$ cat src/rtl/tcw_pkg.sv
// Shared types and constants for the text console character writer.
// Depends on nothing; tcw_seq, the top level and the checker import it.
package tcw_pkg;

  localparam int COLUMNS  = 80;
  localparam int ROWS     = 25;
  localparam int TAB_STOP = 4;
  localparam int CELLS    = ROWS * COLUMNS;

  localparam int ADDR_W  = $clog2(CELLS);
  localparam int COL_W   = $clog2(COLUMNS);
  localparam int ROW_W   = (ROWS > 2) ? $clog2(ROWS) : 1;
  localparam int PH_W    = (TAB_STOP > 1) ? $clog2(TAB_STOP) : 1;
  localparam int REM_W   = $clog2(TAB_STOP + 1);

  localparam int CMD_W   = 2;
  localparam int CODE_W  = 8;
  localparam int COLOR_W = 8;
  localparam int POS_W   = 11;
  localparam int IDX_W   = 11;

  localparam logic [CMD_W-1:0] CMD_PUT   = 2'd0;
  localparam logic [CMD_W-1:0] CMD_READ  = 2'd1;
  localparam logic [CMD_W-1:0] CMD_CLEAR = 2'd2;

  localparam logic [CODE_W-1:0] CH_NUL   = 8'd0;
  localparam logic [CODE_W-1:0] CH_BS    = 8'd8;
  localparam logic [CODE_W-1:0] CH_TAB   = 8'd9;
  localparam logic [CODE_W-1:0] CH_NL    = 8'd10;
  localparam logic [CODE_W-1:0] CH_CR    = 8'd13;
  localparam logic [CODE_W-1:0] CH_SPACE = 8'd32;

  localparam logic [COLOR_W-1:0] FILL_RESET = 8'd7;

  typedef struct packed {
    logic [ADDR_W-1:0]  addr;
    logic               we_char;
    logic               we_color;
    logic [CODE_W-1:0]  wchar;
    logic [COLOR_W-1:0] wcolor;
  } mem_req_t;

  typedef struct packed {
    logic [POS_W-1:0]   cursor_pos;
    logic [CODE_W-1:0]  read_char;
    logic [COLOR_W-1:0] read_color;
  } result_t;

endpackage

$ cat src/rtl/tcw_seq.sv
// Command sequencer: cursor, ring row base, grid sweeps and memory requests.
// Depends on tcw_pkg; drives the character and color RAMs through mem_req_t.
module tcw_seq (
  input  logic                         clk,
  input  logic                         rst_n,
  input  logic                         in_valid,
  output logic                         in_ready,
  input  logic [tcw_pkg::CMD_W-1:0]    in_cmd,
  input  logic [tcw_pkg::CODE_W-1:0]   in_char_code,
  input  logic [tcw_pkg::IDX_W-1:0]    in_cell_index,
  input  logic [tcw_pkg::COLOR_W-1:0]  fill_color,
  output logic                         res_valid,
  input  logic                         res_ready,
  output tcw_pkg::result_t             res,
  output tcw_pkg::mem_req_t            mem_req,
  input  logic [tcw_pkg::CODE_W-1:0]   rd_char,
  input  logic [tcw_pkg::COLOR_W-1:0]  rd_color
);
  import tcw_pkg::*;

  localparam logic [2:0] ST_SWEEP  = 3'd0;
  localparam logic [2:0] ST_IDLE   = 3'd1;
  localparam logic [2:0] ST_PUT    = 3'd2;
  localparam logic [2:0] ST_SCROLL = 3'd3;
  localparam logic [2:0] ST_RDCAP  = 3'd4;
  localparam logic [2:0] ST_DONE   = 3'd5;

  logic [2:0]         state_r, state_nxt;
  logic [COL_W-1:0]   col_r, col_nxt;
  logic [ROW_W-1:0]   row_r, row_nxt;
  logic [ADDR_W-1:0]  row_start_r, row_start_nxt;
  logic [PH_W-1:0]    ph_r, ph_nxt;
  logic [ADDR_W-1:0]  base_r, base_nxt;
  logic [ADDR_W-1:0]  cnt_r, cnt_nxt;
  logic [REM_W-1:0]   rem_r, rem_nxt;
  logic [CODE_W-1:0]  code_r, code_nxt;
  logic [COLOR_W-1:0] sweep_color_r, sweep_color_nxt;
  logic               sweep_rsp_r, sweep_rsp_nxt;
  logic [CODE_W-1:0]  rc_r, rc_nxt;
  logic [COLOR_W-1:0] rcol_r, rcol_nxt;

  logic [ADDR_W:0]    cur_sum, rd_sum, base_sum;
  logic [ADDR_W-1:0]  cur_phys, rd_phys, base_adv;
  logic               rd_in_range;
  logic [PH_W-1:0]    ph_inc, ph_dec;
  logic               last_col, last_row, accept;

  // Logical row 0 sits at physical offset base_r; fold sums back into the grid.
  assign cur_sum  = {1'b0, row_start_r} + (ADDR_W+1)'(col_r) + {1'b0, base_r};
  assign cur_phys = (cur_sum >= (ADDR_W+1)'(CELLS)) ?
                    ADDR_W'(cur_sum - (ADDR_W+1)'(CELLS)) : ADDR_W'(cur_sum);
  assign rd_sum   = (ADDR_W+1)'(in_cell_index) + {1'b0, base_r};
  assign rd_phys  = (rd_sum >= (ADDR_W+1)'(CELLS)) ?
                    ADDR_W'(rd_sum - (ADDR_W+1)'(CELLS)) : ADDR_W'(rd_sum);
  assign rd_in_range = (32'(in_cell_index) < 32'(CELLS));
  assign base_sum = {1'b0, base_r} + (ADDR_W+1)'(COLUMNS);
  assign base_adv = (base_sum >= (ADDR_W+1)'(CELLS)) ? '0 : ADDR_W'(base_sum);

  assign ph_inc   = (ph_r == PH_W'(TAB_STOP - 1)) ? '0 : ph_r + PH_W'(1);
  assign ph_dec   = (ph_r == '0) ? PH_W'(TAB_STOP - 1) : ph_r - PH_W'(1);
  assign last_col = (col_r == COL_W'(COLUMNS - 1));
  assign last_row = (row_r == ROW_W'(ROWS - 1));

  assign in_ready  = (state_r == ST_IDLE);
  assign accept    = in_valid && in_ready;
  assign res_valid = (state_r == ST_DONE);

  assign res.cursor_pos = POS_W'(row_start_r + ADDR_W'(col_r));
  assign res.read_char  = rc_r;
  assign res.read_color = rcol_r;

  always_comb begin
    state_nxt       = state_r;
    col_nxt         = col_r;
    row_nxt         = row_r;
    row_start_nxt   = row_start_r;
    ph_nxt          = ph_r;
    base_nxt        = base_r;
    cnt_nxt         = cnt_r;
    rem_nxt         = rem_r;
    code_nxt        = code_r;
    sweep_color_nxt = sweep_color_r;
    sweep_rsp_nxt   = sweep_rsp_r;
    rc_nxt          = rc_r;
    rcol_nxt        = rcol_r;

    mem_req.addr     = (in_cmd == CMD_READ) ? rd_phys : cur_phys - ADDR_W'(1);
    mem_req.we_char  = 1'b0;
    mem_req.we_color = 1'b0;
    mem_req.wchar    = CH_SPACE;
    mem_req.wcolor   = fill_color;

    unique case (state_r)
      ST_SWEEP: begin
        mem_req.addr     = cnt_r;
        mem_req.we_char  = 1'b1;
        mem_req.we_color = 1'b1;
        mem_req.wchar    = CH_NUL;
        mem_req.wcolor   = sweep_color_r;
        cnt_nxt          = cnt_r + ADDR_W'(1);
        if (cnt_r == ADDR_W'(CELLS - 1)) begin
          state_nxt = sweep_rsp_r ? ST_DONE : ST_IDLE;
        end
      end

      ST_IDLE: begin
        if (accept) begin
          rc_nxt   = '0;
          rcol_nxt = '0;
          state_nxt = ST_DONE;
          unique case (in_cmd)
            CMD_PUT: begin
              priority case (in_char_code)
                CH_NL: begin
                  col_nxt = '0;
                  ph_nxt  = '0;
                  rem_nxt = '0;
                  if (last_row) begin
                    cnt_nxt   = '0;
                    state_nxt = ST_SCROLL;
                  end else begin
                    row_nxt       = row_r + ROW_W'(1);
                    row_start_nxt = row_start_r + ADDR_W'(COLUMNS);
                  end
                end
                CH_CR: begin
                  col_nxt = '0;
                  ph_nxt  = '0;
                end
                CH_TAB: begin
                  rem_nxt   = REM_W'(TAB_STOP) - REM_W'(ph_r);
                  code_nxt  = CH_SPACE;
                  state_nxt = ST_PUT;
                end
                CH_BS: begin
                  // Blank the cell left of the cursor; it never crosses a row.
                  if (col_r != '0) begin
                    mem_req.we_char = 1'b1;
                    col_nxt = col_r - COL_W'(1);
                    ph_nxt  = ph_dec;
                  end
                end
                default: begin
                  rem_nxt   = REM_W'(1);
                  code_nxt  = in_char_code;
                  state_nxt = ST_PUT;
                end
              endcase
            end
            CMD_READ: begin
              if (rd_in_range) begin
                state_nxt = ST_RDCAP;
              end
            end
            CMD_CLEAR: begin
              cnt_nxt         = '0;
              sweep_color_nxt = fill_color;
              sweep_rsp_nxt   = 1'b1;
              base_nxt        = '0;
              col_nxt         = '0;
              row_nxt         = '0;
              row_start_nxt   = '0;
              ph_nxt          = '0;
              state_nxt       = ST_SWEEP;
            end
            default: ;
          endcase
        end
      end

      ST_PUT: begin
        mem_req.addr    = cur_phys;
        mem_req.we_char = 1'b1;
        mem_req.wchar   = code_r;
        rem_nxt         = rem_r - REM_W'(1);
        if (last_col) begin
          col_nxt = '0;
          ph_nxt  = '0;
          if (last_row) begin
            cnt_nxt   = '0;
            state_nxt = ST_SCROLL;
          end else begin
            row_nxt       = row_r + ROW_W'(1);
            row_start_nxt = row_start_r + ADDR_W'(COLUMNS);
            state_nxt     = (rem_r == REM_W'(1)) ? ST_DONE : ST_PUT;
          end
        end else begin
          col_nxt   = col_r + COL_W'(1);
          ph_nxt    = ph_inc;
          state_nxt = (rem_r == REM_W'(1)) ? ST_DONE : ST_PUT;
        end
      end

      // Blank the oldest physical row, then make it the new last row.
      ST_SCROLL: begin
        mem_req.addr     = base_r + cnt_r;
        mem_req.we_char  = 1'b1;
        mem_req.we_color = 1'b1;
        mem_req.wchar    = CH_NUL;
        mem_req.wcolor   = fill_color;
        cnt_nxt          = cnt_r + ADDR_W'(1);
        if (cnt_r == ADDR_W'(COLUMNS - 1)) begin
          base_nxt  = base_adv;
          state_nxt = (rem_r != '0) ? ST_PUT : ST_DONE;
        end
      end

      ST_RDCAP: begin
        rc_nxt    = rd_char;
        rcol_nxt  = rd_color;
        state_nxt = ST_DONE;
      end

      ST_DONE: begin
        if (res_ready) begin
          state_nxt = ST_IDLE;
        end
      end

      default: state_nxt = ST_IDLE;
    endcase
  end

  always_ff @(posedge clk) begin
    if (!rst_n) begin
      state_r       <= ST_SWEEP;
      col_r         <= '0;
      row_r         <= '0;
      row_start_r   <= '0;
      ph_r          <= '0;
      base_r        <= '0;
      cnt_r         <= '0;
      rem_r         <= '0;
      sweep_color_r <= FILL_RESET;
      sweep_rsp_r   <= 1'b0;
    end else begin
      state_r       <= state_nxt;
      col_r         <= col_nxt;
      row_r         <= row_nxt;
      row_start_r   <= row_start_nxt;
      ph_r          <= ph_nxt;
      base_r        <= base_nxt;
      cnt_r         <= cnt_nxt;
      rem_r         <= rem_nxt;
      sweep_color_r <= sweep_color_nxt;
      sweep_rsp_r   <= sweep_rsp_nxt;
    end
  end

  always_ff @(posedge clk) begin
    code_r <= code_nxt;
    rc_r   <= rc_nxt;
    rcol_r <= rcol_nxt;
  end

endmodule

$ cat config.mk
export PLATFORM = sky130hd
export DESIGN_NAME = tcw_seq
export DESIGN_NICKNAME = d
export VERILOG_FILES = /design/src/rtl/tcw_pkg.sv /design/src/rtl/tcw_seq.sv
export SDC_FILE = /design/constraint.sdc
export NUM_CORES = 1
export LEC_CHECK = 0
export BUFFER_PORTS_ARGS = -buffer_cell sky130_fd_sc_hd__buf_2
export CAP_MARGIN = 40
export CORE_UTILIZATION = 32
export DETAILED_ROUTE_END_ITERATION = 12
export GPL_TIMING_DRIVEN = 0
export PLACE_DENSITY = 0.48
export SETUP_SLACK_MARGIN = 0.15
export SLEW_MARGIN = 25
export SYNTH_ARGS = -nofsm -noshare
export SYNTH_HDL_FRONTEND = slang
export SYNTH_SLANG_ARGS = --single-unit
$ cat constraint.sdc
create_clock -name clk -period 13.18 [get_ports clk]
set_clock_uncertainty 0.2 [all_clocks]
set_input_delay 2.636 -clock clk [delete_from_list [all_inputs] [get_ports clk]]
set_output_delay 2.636 -clock clk [all_outputs]
set_load 0.01 [all_outputs]
**Word-level counts from Yosys, hierarchy flattened**

Cells that the tools add are included.

- Output and inout bits: 58
- Register bits after elaboration: 86
- ROM bits: 0
- Memory bits (writable): 0
- Bits in latches: 0
- Memories kept: 0
- Input bits: 49

- Shift-type cells: 0
- Add/sub/neg operators: 18
- Divide/modulo/power cells: 0
- Multiplexer cells: 71
- $lt $le $gt $ge: 4
- Bitwise logic cells: 1
- Reduce and logical (&&, ||, !) cells: 24
- Multiply operators: 0
- Equal/unequal tests: 29

Operators with widths:

| operator | number |
|---|---|
| two-way mux 11 bit | 15 |
| case mux 11 bit (2 select lines) | 4 |
| case mux 11 bit (3 select lines) | 2 |
| case mux 8 bit (2 select lines) | 4 |
| case mux 7 bit (2 select lines) | 3 |
| greater-or-equal comparator 12 x 11 -> 1 bit (second input constant) | 3 |
| two-way mux 3 bit | 12 |
| == test 8 x 4 -> 1 bit (second input constant) | 4 |
| subtractor 11 bit (second input constant) | 2 |
| two-way mux 7 bit | 3 |
| two-way mux 5 bit | 4 |
| case mux 5 bit (2 select lines) | 2 |
| case mux 3 bit (3 select lines) | 2 |
| case mux 3 bit (6 select lines) | 1 |
| two-way mux 8 bit | 2 |
| AND reduction 4 bit | 4 |
| AND reduction 5 bit | 3 |
| adder 11 x 11 -> 12 bit | 1 |
| adder 11 x 7 -> 12 bit | 1 |
| adder 11 x 7 -> 12 bit (second input constant) | 1 |
| adder 12 x 11 -> 12 bit | 1 |
| case mux 2 bit (2 select lines) | 3 |
| case mux 3 bit (2 select lines) | 2 |
| adder 11 x 1 -> 11 bit (second input constant) | 1 |
| 40 further kinds | 67 |

**Longest topological paths before layout**

- Depth in word-level cells: 7
- Depth in mapped cells: 15
- Gate-level depth less buffers: 15

**Least setup slack after synthesis**

OpenSTA, ideal clock, no wires.

- Kind: input port to output port
- From: input port in_cell_index[5] (netlist bit)
- To: output port mem_req[27] (netlist bit)
- Stages: 13
- Data arrival time: 5.496 ns
- Slack: 4.848 ns
- Required time: 10.344 ns
- Path through: ha_1 xor2_1 inv_1 ha_1 or4b_1 o21a_1 nor4_4 a311oi_4 o311a_1 a311oi_2 or3b_1 mux2i_1 nor3_1

RTL lines:

| item | RTL line | text |
|---|---|---|
| start: declaration | tcw_seq.sv:10 | `input logic [tcw_pkg::IDX_W-1:0] in_cell_index,` |
| end: declaration | tcw_seq.sv:15 | `output tcw_pkg::mem_req_t mem_req,` |

==> impl_results.md <==
* Status: completed
* Num rows at 52
* Die X at between 100 and 150 µm
* Post-synth top area share at roughly 16%
* Synth warnings at 0
* CTS clock-pin slew for the worst setup and hold paths at approximately 0.070 ns
* I/O Pins at 107
* Power Total at between 500 and 600 µW
* Register area at 1800 µm²
* Final core occ at between 30% and 40%
* Final Hold Viols at 0
* Largest net degree at the start of global routing at 17
* Worst setup SP type: input port
* P per Cell Area at between 60 and 70 nW/µm²
* Clock Sinks at just under 80
* Max Transition Viols Final at 0
* Final setup viols at 0
* Post-Route WL at ~21000 µm
* Arrival time worst endpoint at 5.97 ns
* Largest area contributor in the netlist: dfxtp_1
* Starting Density at 33.1%
* HPWL Detailed at ~16000 µm
* Routed len/inst at between 15 and 20 µm
* DRT antenna net count at 0
* Diode count at 0
* CTS tree: yes
* Total Die Area at around 22000 µm²
* Max Cap Viol at 0
* Routability cong. at approximately 0.81
* Worst setup path start: in_cell_index[5]
* Critical path data required time at ~10 ns
* Fmax at around 110 MHz
* PortBufs at ~100
* Via-to-Cell Ratio at ~5.3
* Setup bufs post-CTS at 0
* Tmin final at 8.81 ns
* CTS Hold Bufs at 0
* Worst Path Max Fanout at 10
* Measured slew at the worst slew-check pin at roughly 0.75 ns
* Worst flop-to-flop path startpoint: col_r[2]$_SDFFE_PN0P_
* Setup repair after global routing missed its margin: false
* Initial DRC Count at between 400 and 500
* Fin nets at ~1100
* CTS Buffer Depth at 2
* Fin crit share at about 67%
* Sequential area share after synthesis at 26.5%
* Distinct cells, synth at 78
* Cell area after synthesis at approximately 7000 µm²
* Total gr overflow at 0
* Synth area leaders: dfxtp_1 16%, edfxtp_1 11%, ha_1 9.2%
* P&R area growth vs syn at 17.4%
* Nature of the critical path endpoint: primary output
* Initial antenna violation count at 0
* Vias in the first global route at 6067
* Setup TNS at 0 ns
* H-tree Lvls at 3
* GRT Total Usage at 19.5%
* Routed vias at about 6600
* Drt drc at 0
* Share of cells above drive strength 1 at 16.2%
* Leakage at 3.45 nW
* Synth async-reset ratio at 0%
* Root Buffer: clkbuf_16
* Die Height at about 150 µm
* Worst-skew pair later-pin latency at ~0.35 ns
* Worst hold path type: reg2reg
* Multi-input gate area at around 4700 µm²
* Worst slew margin at 49.6%
* Kind of critical path: in2out
* Post-synth EDFFs at 24
* Post-CTS sizing at 0
* Worst Hold Launch: sweep_color_r[4]$_SDFFE_PN0P_
* Cell count after synthesis at roughly 850
* Filler cells at between 2000 and 2500
* Seq cells post-synth at 78
* Average size of a mapped cell at roughly 8.0 µm²
* Core Area at about 20000 µm²
* Total CTS buffers at 9
* Initial DRT Pass Iterations at 5
* First-pass GRT wire length at approximately 33000 µm
* IR drop worst, VDD at 57.0 µV
* Ys flop type: dfxtp_1
final cells by class:
class	instances	share of cell area, %
clock buffer	10	3.13
timing repair buffer	106	6.67
inverter	37	1.74
tap	270	4.23
sequential	78	22.5
clock inverter	6	0.485
buffer	51	2.54
multi-input combinational	693	58.7
metrics by stage:
stage	area (µm²)	setup WS (ns)	hold WS, ns	instances
final	7990	4.37	0.265	1251
after global routing	7990	4.16	0.289	1251
after CTS	7990	4.33	0.270	1251
after detailed placement	7700	4.35	0.258	1235
after global placement	7680	4.36	0.256	1233
after floorplan	6830	4.85	0.235	859
cells in the final DEF, fill, tap and decap left out, types with 4 or more instances in the layout:
master / netlist / routed
a211oi_1: 10 / 10
a21boi_0: 11 / 11
a21o_1: 7 / 7
a21oi_1: 63 / 63
a22oi_1: 5 / 5
a31oi_1: 11 / 11
and2_1: 20 / 20
and3_1: 28 / 28
and4_1: 4 / 4
buf_2: 3 / 108
clkbuf_1: 44 / 44
clkbuf_16: 0 / 10
conb_1: 1 / 6
dfxtp_1: 54 / 54
edfxtp_1: 24 / 24
fa_1: 4 / 4
ha_1: 50 / 50
inv_1: 37 / 37
mux2_2: 8 / 8
mux2i_1: 9 / 9
nand2_1: 69 / 69
nand2b_1: 13 / 13
nand3_1: 24 / 24
nand4_1: 8 / 8
nor2_1: 72 / 72
nor2b_1: 22 / 22
nor3_1: 34 / 33
nor4_1: 7 / 7
o211a_1: 6 / 6
o211ai_1: 8 / 8
o21a_1: 7 / 7
o21ai_0: 49 / 49
o21bai_1: 5 / 5
o22a_1: 10 / 10
o311a_1: 4 / 4
or2_2: 5 / 5
or3_1: 4 / 4
xnor2_1: 30 / 30
xor2_1: 17 / 17
where the power goes:
part / total (mW) / internal (mW) / switching, mW
Clock: 0.252 / 0.140 / 0.113
Sequential: 0.248 / 0.247 / 0.00111
Combinational: 0.0432 / 0.0175 / 0.0257
Total: 0.544 / 0.404 / 0.139
critical path: stages:
cell,delay [ns]
buf_2,0.11
ha_1,0.32
xor2_1,0.17
inv_1,0.10
ha_1,0.14
or4b_1,0.44
o21a_1,0.22
nor4_4,0.20
a311oi_4,0.21
o311a_1,0.39
a311oi_2,0.31
or3b_1,0.37
mux2i_1,0.13
nor3_1,0.08
buf_2,0.15
worst paths after layout:
kind	endpoint	slack, ns	cells after the start
max	mem_req[27]	4.37	15
min	sweep_color_r[4]$_SDFFE_PN0P_	0.26	2
max reg2reg	row_r[2]$_SDFFE_PN0P_	9.55	12
min reg2reg	sweep_color_r[4]$_SDFFE_PN0P_	0.26	2
synth_stat cells (9+ instances only):
library cell   n
o21ai_0       49
nor2_1        72
and2_1        20
nand2b_1      13
edfxtp_1      24
nor3_1        34
mux2i_1        9
xor2_1        17
a31oi_1       11
and3_1        28
a21boi_0      11
dfxtp_1       54
inv_1         37
xnor2_1       30
o22a_1        10
nor2b_1       22
nand3_1       24
clkbuf_1      44
a211oi_1      10
nand2_1       69
a21oi_1       63
ha_1          50
metal layers:
metal	track usage [%]	routed length (µm)	up-vias
met4	4.95	232	0
li1	-	-	3361
met5	0	0	-
met1	26.7	10100	3111
met2	31.4	9830	144
met3	3.61	885	18
flip-flops by register name, indices dropped and copies added (netlist names):
| signal | cells |
|---|---|
| row_start_r | 7 |
| cnt_r | 11 |
| rc_r | 8 |
| rcol_r | 8 |
| ph_r | 2 |
| code_r | 8 |
| col_r | 7 |
| row_r | 5 |
| sweep_color_r | 8 |
| state_r | 3 |
| sweep_rsp_r | 1 |
| rem_r | 3 |
| base_r | 7 |
cell families (layout without fill, tap and decap cells):
group / Yosys count / after routing / synth area share (%)
compound gates: 239 / 239 / 24.0
xor+xnor: 47 / 47 / 6.05
fa+ha+maj: 54 / 54 / 10.4
buf+inv: 88 / 210 / 5.02
flops: 78 / 78 / 26.5
mux: 19 / 19 / 3.09
other cells: 1 / 6 / 0.0551
simple gates: 328 / 328 / 24.9
Note: power is estimated with default switching activity, not from simulation.
